### src/design/sha1_pkg.sv
package sha1_pkg;

  typedef struct packed {
    logic [31:0] data_word;
    logic [2:0]  valid_bytes;
    logic        last;
  } sha1_in_t;

  typedef struct packed {
    logic [31:0] digest_a;
    logic [31:0] digest_b;
    logic [31:0] digest_c;
    logic [31:0] digest_d;
    logic [31:0] digest_e;
  } sha1_out_t;

  // word source for the block buffer
  typedef enum logic [2:0] {
    SRC_DATA,
    SRC_PAD_WORD,
    SRC_PAD_ONLY,
    SRC_ZERO,
    SRC_LEN_HI,
    SRC_LEN_LO
  } sha1_src_e;

  // controller to datapath
  typedef struct packed {
    logic       push;      // store a word in the block buffer
    sha1_src_e  src;
    logic       add_len;   // update running byte count
    logic       init_run;  // load working vars, start of compression
    logic       round;     // run one round
    logic [6:0] rnd;       // round number
    logic       fold;      // add working vars into chain
    logic       reinit;    // chain, count back to initial values
  } sha1_cmd_t;

  // datapath to controller
  typedef struct packed {
    logic [3:0] fill;      // words held in block buffer
  } sha1_sts_t;

  localparam logic [31:0] IV0 = 32'h67452301;
  localparam logic [31:0] IV1 = 32'hEFCDAB89;
  localparam logic [31:0] IV2 = 32'h98BADCFE;
  localparam logic [31:0] IV3 = 32'h10325476;
  localparam logic [31:0] IV4 = 32'hC3D2E1F0;
  localparam logic [31:0] K0  = 32'h5A827999;
  localparam logic [31:0] K1  = 32'h6ED9EBA1;
  localparam logic [31:0] K2  = 32'h8F1BBCDC;
  localparam logic [31:0] K3  = 32'hCA62C1D6;
  localparam logic [7:0]  PAD_BYTE = 8'h80;
  localparam logic [6:0]  LAST_ROUND = 7'd79;

endpackage

### src/design/sha1_datapath.sv
module sha1_datapath (
  input  logic              clk_i,
  input  logic              rst_ni,
  input  sha1_pkg::sha1_in_t  item_i,
  input  sha1_pkg::sha1_cmd_t cmd_i,
  output sha1_pkg::sha1_sts_t sts_o,
  output sha1_pkg::sha1_out_t digest_o
);
  import sha1_pkg::*;

  logic [31:0] chain_q [5];
  logic [31:0] w_q [16];        // block buffer, reused as schedule window
  logic [3:0]  fill_q;
  logic [60:0] bytes_q;
  logic [31:0] a_q, b_q, c_q, d_q, e_q;

  logic [2:0]  vb;
  logic [31:0] keep, pad_bits, src_word, f, k, t, w_new, w_cur;
  logic [63:0] bitlen;

  always_comb begin
    vb = (item_i.valid_bytes > 3'd4) ? 3'd4 : item_i.valid_bytes;
    keep = ~(32'hFFFFFFFF >> {vb, 3'b000});
    pad_bits = {24'd0, PAD_BYTE} << {(3'd3 - vb[1:0]), 3'b000};
    bitlen = {bytes_q, 3'b000};
    case (cmd_i.src)
      SRC_DATA:     src_word = item_i.data_word;
      SRC_PAD_WORD: src_word = {PAD_BYTE, 24'd0};
      SRC_PAD_ONLY: src_word = (item_i.data_word & keep) | pad_bits;
      SRC_ZERO:     src_word = '0;
      SRC_LEN_HI:   src_word = bitlen[63:32];
      SRC_LEN_LO:   src_word = bitlen[31:0];
      default:      src_word = '0;
    endcase
    // schedule: window holds w[r..r+15] at w_q[0..15]
    w_cur = w_q[0];
    w_new = w_q[13] ^ w_q[8] ^ w_q[2] ^ w_q[0];
    w_new = {w_new[30:0], w_new[31]};
    if (cmd_i.rnd < 7'd20) begin
      f = (b_q & c_q) | (~b_q & d_q); k = K0;
    end else if (cmd_i.rnd < 7'd40) begin
      f = b_q ^ c_q ^ d_q; k = K1;
    end else if (cmd_i.rnd < 7'd60) begin
      f = (b_q & c_q) | (b_q & d_q) | (c_q & d_q); k = K2;
    end else begin
      f = b_q ^ c_q ^ d_q; k = K3;
    end
    t = {a_q[26:0], a_q[31:27]} + f + e_q + k + w_cur;
  end

  always_ff @(posedge clk_i or negedge rst_ni) begin
    if (!rst_ni) begin
      fill_q <= '0;
      bytes_q <= '0;
      chain_q[0] <= IV0; chain_q[1] <= IV1; chain_q[2] <= IV2;
      chain_q[3] <= IV3; chain_q[4] <= IV4;
    end else begin
      if (cmd_i.push) fill_q <= fill_q + 4'd1;
      if (cmd_i.add_len) begin
        if (item_i.last) bytes_q <= bytes_q + 61'(vb);
        else bytes_q <= bytes_q + 61'd4;
      end
      if (cmd_i.fold) begin
        chain_q[0] <= chain_q[0] + a_q; chain_q[1] <= chain_q[1] + b_q;
        chain_q[2] <= chain_q[2] + c_q; chain_q[3] <= chain_q[3] + d_q;
        chain_q[4] <= chain_q[4] + e_q;
      end
      if (cmd_i.reinit) begin
        bytes_q <= '0;
        fill_q <= '0;
        chain_q[0] <= IV0; chain_q[1] <= IV1; chain_q[2] <= IV2;
        chain_q[3] <= IV3; chain_q[4] <= IV4;
      end
    end
  end

  always_ff @(posedge clk_i) begin
    if (cmd_i.push) w_q[fill_q] <= src_word;
    if (cmd_i.init_run) begin
      a_q <= chain_q[0]; b_q <= chain_q[1]; c_q <= chain_q[2];
      d_q <= chain_q[3]; e_q <= chain_q[4];
    end
    if (cmd_i.round) begin
      for (int i = 0; i < 15; i++) w_q[i] <= w_q[i+1];
      w_q[15] <= w_new;
      a_q <= t; b_q <= a_q; c_q <= {b_q[1:0], b_q[31:2]};
      d_q <= c_q; e_q <= d_q;
    end
  end

  assign sts_o.fill = fill_q;
  assign digest_o = '{chain_q[0], chain_q[1], chain_q[2], chain_q[3], chain_q[4]};

endmodule

### src/design/sha1_ctrl.sv
module sha1_ctrl (
  input  logic                clk_i,
  input  logic                rst_ni,
  input  logic                in_valid_i,
  input  logic                in_last_i,
  input  logic                in_full_i,  // last word with four bytes
  output logic                in_stall_o,
  output logic                out_valid_o,
  input  logic                out_stall_i,
  input  sha1_pkg::sha1_sts_t sts_i,
  output sha1_pkg::sha1_cmd_t cmd_o
);
  import sha1_pkg::*;

  typedef enum logic [2:0] {
    ST_IDLE, ST_PAD, ST_FILL, ST_RUN, ST_FOLD, ST_OUT
  } state_e;

  state_e     state_q, state_d;
  logic [6:0] rnd_q, rnd_d;
  logic       fin_q, fin_d;    // message ends after padding
  logic       xtra_q, xtra_d;  // current run is followed by an extra length block
  logic       pad_q, pad_d;    // pad word still owed after this run
  logic       accept;

  assign in_stall_o  = (state_q != ST_IDLE);
  assign out_valid_o = (state_q == ST_OUT);
  assign accept      = in_valid_i && !in_stall_o;

  always_comb begin
    state_d = state_q; rnd_d = rnd_q; fin_d = fin_q; xtra_d = xtra_q; pad_d = pad_q;
    cmd_o = '0;
    cmd_o.src = SRC_DATA;
    cmd_o.rnd = rnd_q;
    case (state_q)
      ST_IDLE: if (accept) begin
        cmd_o.push = 1'b1; cmd_o.add_len = 1'b1;
        cmd_o.src = (in_last_i && !in_full_i) ? SRC_PAD_ONLY : SRC_DATA;
        fin_d = in_last_i;
        xtra_d = 1'b0;
        if (sts_i.fill == 4'd15) begin
          state_d = ST_RUN; cmd_o.init_run = 1'b1; rnd_d = '0;
          // last word closes a block: length, and the pad word after a full word, go into a new one
          xtra_d = in_last_i;
          pad_d = in_last_i && in_full_i;
        end else if (in_last_i) begin
          state_d = in_full_i ? ST_PAD : ST_FILL;
        end
      end
      ST_PAD: begin
        // pad word after a full last word; fill may be 0 after a run
        cmd_o.push = 1'b1; cmd_o.src = SRC_PAD_WORD;
        pad_d = 1'b0;
        if (sts_i.fill == 4'd15) begin
          state_d = ST_RUN; cmd_o.init_run = 1'b1; rnd_d = '0; xtra_d = 1'b1;
        end else state_d = ST_FILL;
      end
      ST_FILL: begin
        cmd_o.push = 1'b1;
        if (xtra_q) cmd_o.src = SRC_ZERO;
        else if (sts_i.fill == 4'd14) cmd_o.src = SRC_LEN_HI;
        else if (sts_i.fill == 4'd15) cmd_o.src = SRC_LEN_LO;
        else cmd_o.src = SRC_ZERO;
        if (sts_i.fill == 4'd15) begin
          state_d = ST_RUN; cmd_o.init_run = 1'b1; rnd_d = '0;
        end
      end
      ST_RUN: begin
        cmd_o.round = 1'b1;
        rnd_d = rnd_q + 7'd1;
        if (rnd_q == LAST_ROUND) state_d = ST_FOLD;
      end
      ST_FOLD: begin
        cmd_o.fold = 1'b1;
        if (!fin_q) state_d = ST_IDLE;
        else if (xtra_q) begin
          // pad went into a full block, or is still owed; length block follows
          xtra_d = 1'b0; state_d = pad_q ? ST_PAD : ST_FILL;
        end else state_d = ST_OUT;
      end
      ST_OUT: if (!out_stall_i) begin
        cmd_o.reinit = 1'b1; fin_d = 1'b0; state_d = ST_IDLE;
      end
      default: state_d = ST_IDLE;
    endcase
  end

  // fill when padding lands past word 13 needs an extra block
  always_ff @(posedge clk_i or negedge rst_ni) begin
    if (!rst_ni) begin
      state_q <= ST_IDLE; rnd_q <= '0; fin_q <= 1'b0; xtra_q <= 1'b0; pad_q <= 1'b0;
    end else begin
      state_q <= state_d; rnd_q <= rnd_d; fin_q <= fin_d; pad_q <= pad_d;
      if (state_q == ST_FILL && state_d == ST_FILL && sts_i.fill == 4'd13 && !xtra_q)
        xtra_q <= 1'b0;
      else if ((state_q == ST_IDLE || state_q == ST_PAD) && state_d == ST_FILL)
        xtra_q <= (sts_i.fill == 4'd14);
      else xtra_q <= xtra_d;
    end
  end

  a_round_range: assert property (@(posedge clk_i) disable iff (!rst_ni)
    state_q == ST_RUN |-> rnd_q <= LAST_ROUND) else $error("round overrun");
  a_fold_after_run: assert property (@(posedge clk_i) disable iff (!rst_ni)
    state_q == ST_FOLD |-> $past(state_q) == ST_RUN) else $error("fold order");
  a_out_needs_fin: assert property (@(posedge clk_i) disable iff (!rst_ni)
    out_valid_o |-> fin_q) else $error("digest without last");

endmodule

### src/design/sha1_hash_engine_core.sv
// channel | direction | handshake          | payload
// in      | input     | in_valid_i/stall_o | in_data_i  (sha1_in_t)
// out     | output    | out_valid_o/stall_i| out_data_o (sha1_out_t)
//
// One round per cycle: a block takes 16 word loads, then 80 rounds and a
// fold; no new input word is taken until the fold is done.
// Last word: padding and length words go in one per cycle, then one or
// two compressions, then the digest waits in the chain registers.
// Input stalls whenever the engine is not idle. Reset is asynchronous and
// restores the initial chaining values; no clearing pass is needed.
module sha1_hash_engine_core (
  input  logic                clk_i,
  input  logic                rst_ni,
  input  logic                in_valid_i,
  output logic                in_stall_o,
  input  sha1_pkg::sha1_in_t  in_data_i,
  output logic                out_valid_o,
  input  logic                out_stall_i,
  output sha1_pkg::sha1_out_t out_data_o
);
  import sha1_pkg::*;

  sha1_cmd_t cmd;
  sha1_sts_t sts;

  sha1_ctrl u_ctrl (
    .clk_i, .rst_ni,
    .in_valid_i,
    .in_last_i  (in_data_i.last),
    .in_full_i  (in_data_i.valid_bytes >= 3'd4),
    .in_stall_o,
    .out_valid_o,
    .out_stall_i,
    .sts_i      (sts),
    .cmd_o      (cmd)
  );

  sha1_datapath u_dp (
    .clk_i, .rst_ni,
    .item_i   (in_data_i),
    .cmd_i    (cmd),
    .sts_o    (sts),
    .digest_o (out_data_o)
  );

endmodule
### config.mk
export PLATFORM = sky130hd
export DESIGN_NAME = sha1_hash_engine_core
export DESIGN_NICKNAME = d
export VERILOG_FILES = /design/src/design/sha1_pkg.sv /design/src/design/sha1_datapath.sv /design/src/design/sha1_ctrl.sv /design/src/design/sha1_hash_engine_core.sv
export SDC_FILE = /design/constraint.sdc
export NUM_CORES = 2
export LEC_CHECK = 0
export ABC_AREA = 0
export CAP_MARGIN = 30
export CELL_PAD_IN_SITES_DETAIL_PLACEMENT = 1
export CELL_PAD_IN_SITES_GLOBAL_PLACEMENT = 1
export CORE_ASPECT_RATIO = 0.7
export CORE_MARGIN = 10
export CORE_UTILIZATION = 40
export CTS_BUF_LIST = sky130_fd_sc_hd__clkbuf_8
export DETAILED_ROUTE_END_ITERATION = 12
export DONT_BUFFER_PORTS = 1
export PLACE_DENSITY_LB_ADDON = 0.12
export SYNTH_ARGS = -nofsm -noshare
export SYNTH_HDL_FRONTEND = slang
export SYNTH_HIERARCHICAL = 1
export SYNTH_SLANG_ARGS = --single-unit
### constraint.sdc
create_clock -name clk_i -period 7.4 [get_ports clk_i]
set_input_delay 2.22 -clock clk_i [delete_from_list [all_inputs] [get_ports clk_i]]
set_output_delay 2.22 -clock clk_i [all_outputs]
set_load 0.02 [all_outputs]
==> impl_metrics.yaml <==
outcome:
  outcome: "finished, violations left"
  violations: "max-slew violations"
routing:
  drt-pass1-iter-count: 7
  drt-total-wl_microns: 169700
  ant_nets: 0
  wl_per_cell_microns: 27.09
  drc_errors: 0
  vias: 35970
  viasPerCell: 5.743
  drt_iter0_markers: 3359
cells_and_area:
  final_cell_mix: "edfxtp_1, a21o_1, nor2_1, inv_1, a21oi_1"
  area_growth_syn_to_layout_pct: 10.53
  layout_commonest_cell: "edfxtp_1"
  regArea_sq_um: 26240
  final_cells: 6263
  drive_gt1_share_pct: 13.25
  final_nets: 4830
  multi_input_area_sq_um: 23580
  fillerInstances: 13450
floorplanning:
  num_rows: 109
  ios: 202
  core-area_sq_um: 126800
  start_util_pct: 40.49
  die_w_microns: 448.3
  die-area_sq_um: 143400
  die_h_microns: 319.8
global_routing:
  grt_pass1_wl_microns: 247600
  antenna_found_initial: 5
  first_global_vias: 35620
  grt_max_degree: 239
  grt_use_total_pct: 23.09
  grt_overflow: 0
synth:
  avgSynthCellArea_sq_um: 11.64
  syn_nets: 4779
  yosysSeqAreaShare_pct: 51.08
  async_flop_share_pct: 26.15
  synthCells: 4411
  ys_seq_elements: 910
  synth_edf_count: 672
  ys.flop_type: "edfxtp_1"
  ys_warn_count: 6
  synth_area_sq_um: 51360
  synth.distinct_cells: 86
critical_path:
  cp_max_fo: 18
  reg2regPathDepth: 26
  critPathMaxStageDelay_ps: 520
  critical_path_class: "reg2reg"
  cp.arrival_ps: 7590
  end_kind: "flip-flop"
  start_kind: "flip-flop"
  cp.required_ps: 8040
  cp_slowest_cell: "fa_1"
clock_network:
  cts-hold-fix-buffers: 0
  cts_root_buf: "clkbuf_8"
  worst_skew_pair.late_latency_ps: 920
  cts.htree.levels: 4
  clock-sinks: 910
  clk_pin_slew_ps: 70
  numCtsBuffers: 159
  cts_buffer_depth: 3
  cts_tree: "yes"
sta:
  finalSetupTns_ps: 0
  slew_headroom_pct: -24.74
  min_period_over_period_pct: 94.03
  rsz0062_at_grt: "false"
  fin_crit_ps: 6958
  worst_pin_slew_ps: 1871
  skew_ps: 44.44
  worst_slack_ps: 441.9
  fmax_mhz: 143.7
  maxSlewViolCount: 112
  finalHoldViolations: 0
  setup_viol: 0
place:
  dp_cells: 5957
  detailed_place_hpwl_microns: 116700
  port_buffers: 0
  place_congestion: 0.8660
  dpl_worst_slack_ps: 568.3
min_path:
  holdPathStages: 1
  hp-class: "reg2reg"
run:
  maxCapViolCount: 0
## area by class of cell
type	count	area share, %
clock inverter	113	1.113
inverter	251	1.666
antenna	3	0.01322
timing repair buffer	88	1.389
clock buffer	181	4.388
tap	1665	3.670
sequential	910	46.22
multi-input combinational	3052	41.55
## per-stage QoR
| stage | hold WS, ps | instance area (sq um) | util, % |
|---|---|---|---|
| floorplan | 467.4 | 51360 | - |
| global placement | 486.8 | 53370 | 42.08 |
| detailed placement | 497.3 | 53530 | 42.20 |
| CTS | 493.8 | 56650 | 44.67 |
| global route | 521.0 | 56760 | 44.75 |
| finish | 493.4 | 56770 | 44.76 |
## synthesized netlist by cell type, drive strengths merged, types with 27 or more instances
master | n | area, sq um
a21o | 564 | 4234
nand2b | 30 | 187.7
a211oi | 28 | 215.2
dfstp | 80 | 2102
inv | 249 | 934.7
mux2i | 69 | 690.7
o21ai | 147 | 735.7
o21bai | 27 | 202.7
fa | 126 | 2522
ha | 202 | 2527
nand4 | 30 | 193.9
mux2 | 165 | 1858
nor3 | 40 | 205.2
dfrtp | 158 | 3954
o22ai | 44 | 275.3
a21oi | 215 | 1076
nand3 | 65 | 325.3
xor2 | 105 | 919.6
nor2 | 347 | 1303
edfxtp | 672 | 20180
nand2 | 225 | 844.6
xnor2 | 211 | 1848
a211o | 37 | 324.1
clkbuf | 175 | 656.9
nor2b | 33 | 206.5
and3 | 37 | 231.5
## logic make-up after synthesis
group | count (synthesis) | synth area share, %
multiplexers | 234 | 4.963
flip-flops | 910 | 51.08
AND/OR/NAND/NOR | 911 | 8.274
buffers and inverters | 449 | 3.318
adder cells (fa/ha/maj) | 328 | 9.833
XOR/XNOR | 316 | 5.389
AO/OA/AOI/OAI | 1263 | 17.14
## final timing paths
| path | start | endpoint | slack [ps] |
|---|---|---|---|
| hold / removal | u_dp/w_q[5][19] | u_dp/w_q[4][19] | 490 |
| setup reg to reg | u_ctrl/rnd_q[4] | u_dp/a_q[27] | 440 |
| max in group asynchronous | rst_ni | u_dp/bytes_q[53] | 4890 |
| hold reg to reg | u_dp/w_q[5][19] | u_dp/w_q[4][19] | 490 |
| min in group asynchronous | rst_ni | u_dp/digest_o[155] | 1090 |
| setup / recovery | u_ctrl/rnd_q[4] | u_dp/a_q[27] | 440 |
## repair_timing
action | in CTS | in global routing
resized for setup | 0 | 2
setup endpoints to repair | 0 | 2
setup buffers | 0 | 2
## worst max-delay path: cells and delay by family, from the launching register on
| family | cells | cell delay (ps) |
|---|---|---|
| buffers and inverters | 7 | 1000 |
| and+or+nand+nor | 3 | 230 |
| AOI/OAI and AO/OA | 11 | 3040 |
| adders and majority gates | 5 | 1920 |
| DFF | 1 | 460 |
## per-layer routing
metal | up-vias | routed length, microns | track usage (%)
met4 | 2 | 3643 | 6.044
met5 | - | 13 | 0
met1 | 18480 | 83440 | 35.29
li1 | 16300 | - | -
met2 | 990 | 69910 | 32.12
met3 | 194 | 12660 | 5.730
## sequential cells by signal (all words and copies together) (netlist names)
| signal | count |
|---|---|
| u_dp/e_q | 32 |
| u_dp/digest_o | 160 |
| u_ctrl/xtra_q | 1 |
| u_dp/sts_o | 4 |
| u_dp/b_q | 32 |
| u_dp/w_q | 512 |
| u_ctrl/state_q | 3 |
| u_dp/c_q | 32 |
| u_dp/bytes_q | 61 |
| u_ctrl/rnd_q | 7 |
| u_ctrl/fin_q | 1 |
| u_dp/a_q | 32 |
| u_ctrl/pad_q | 1 |
| u_dp/d_q | 32 |
Power is left out: the tool's default activity adds up to more than one toggle a clock period on the data nets, which glitch-free logic cannot reach.
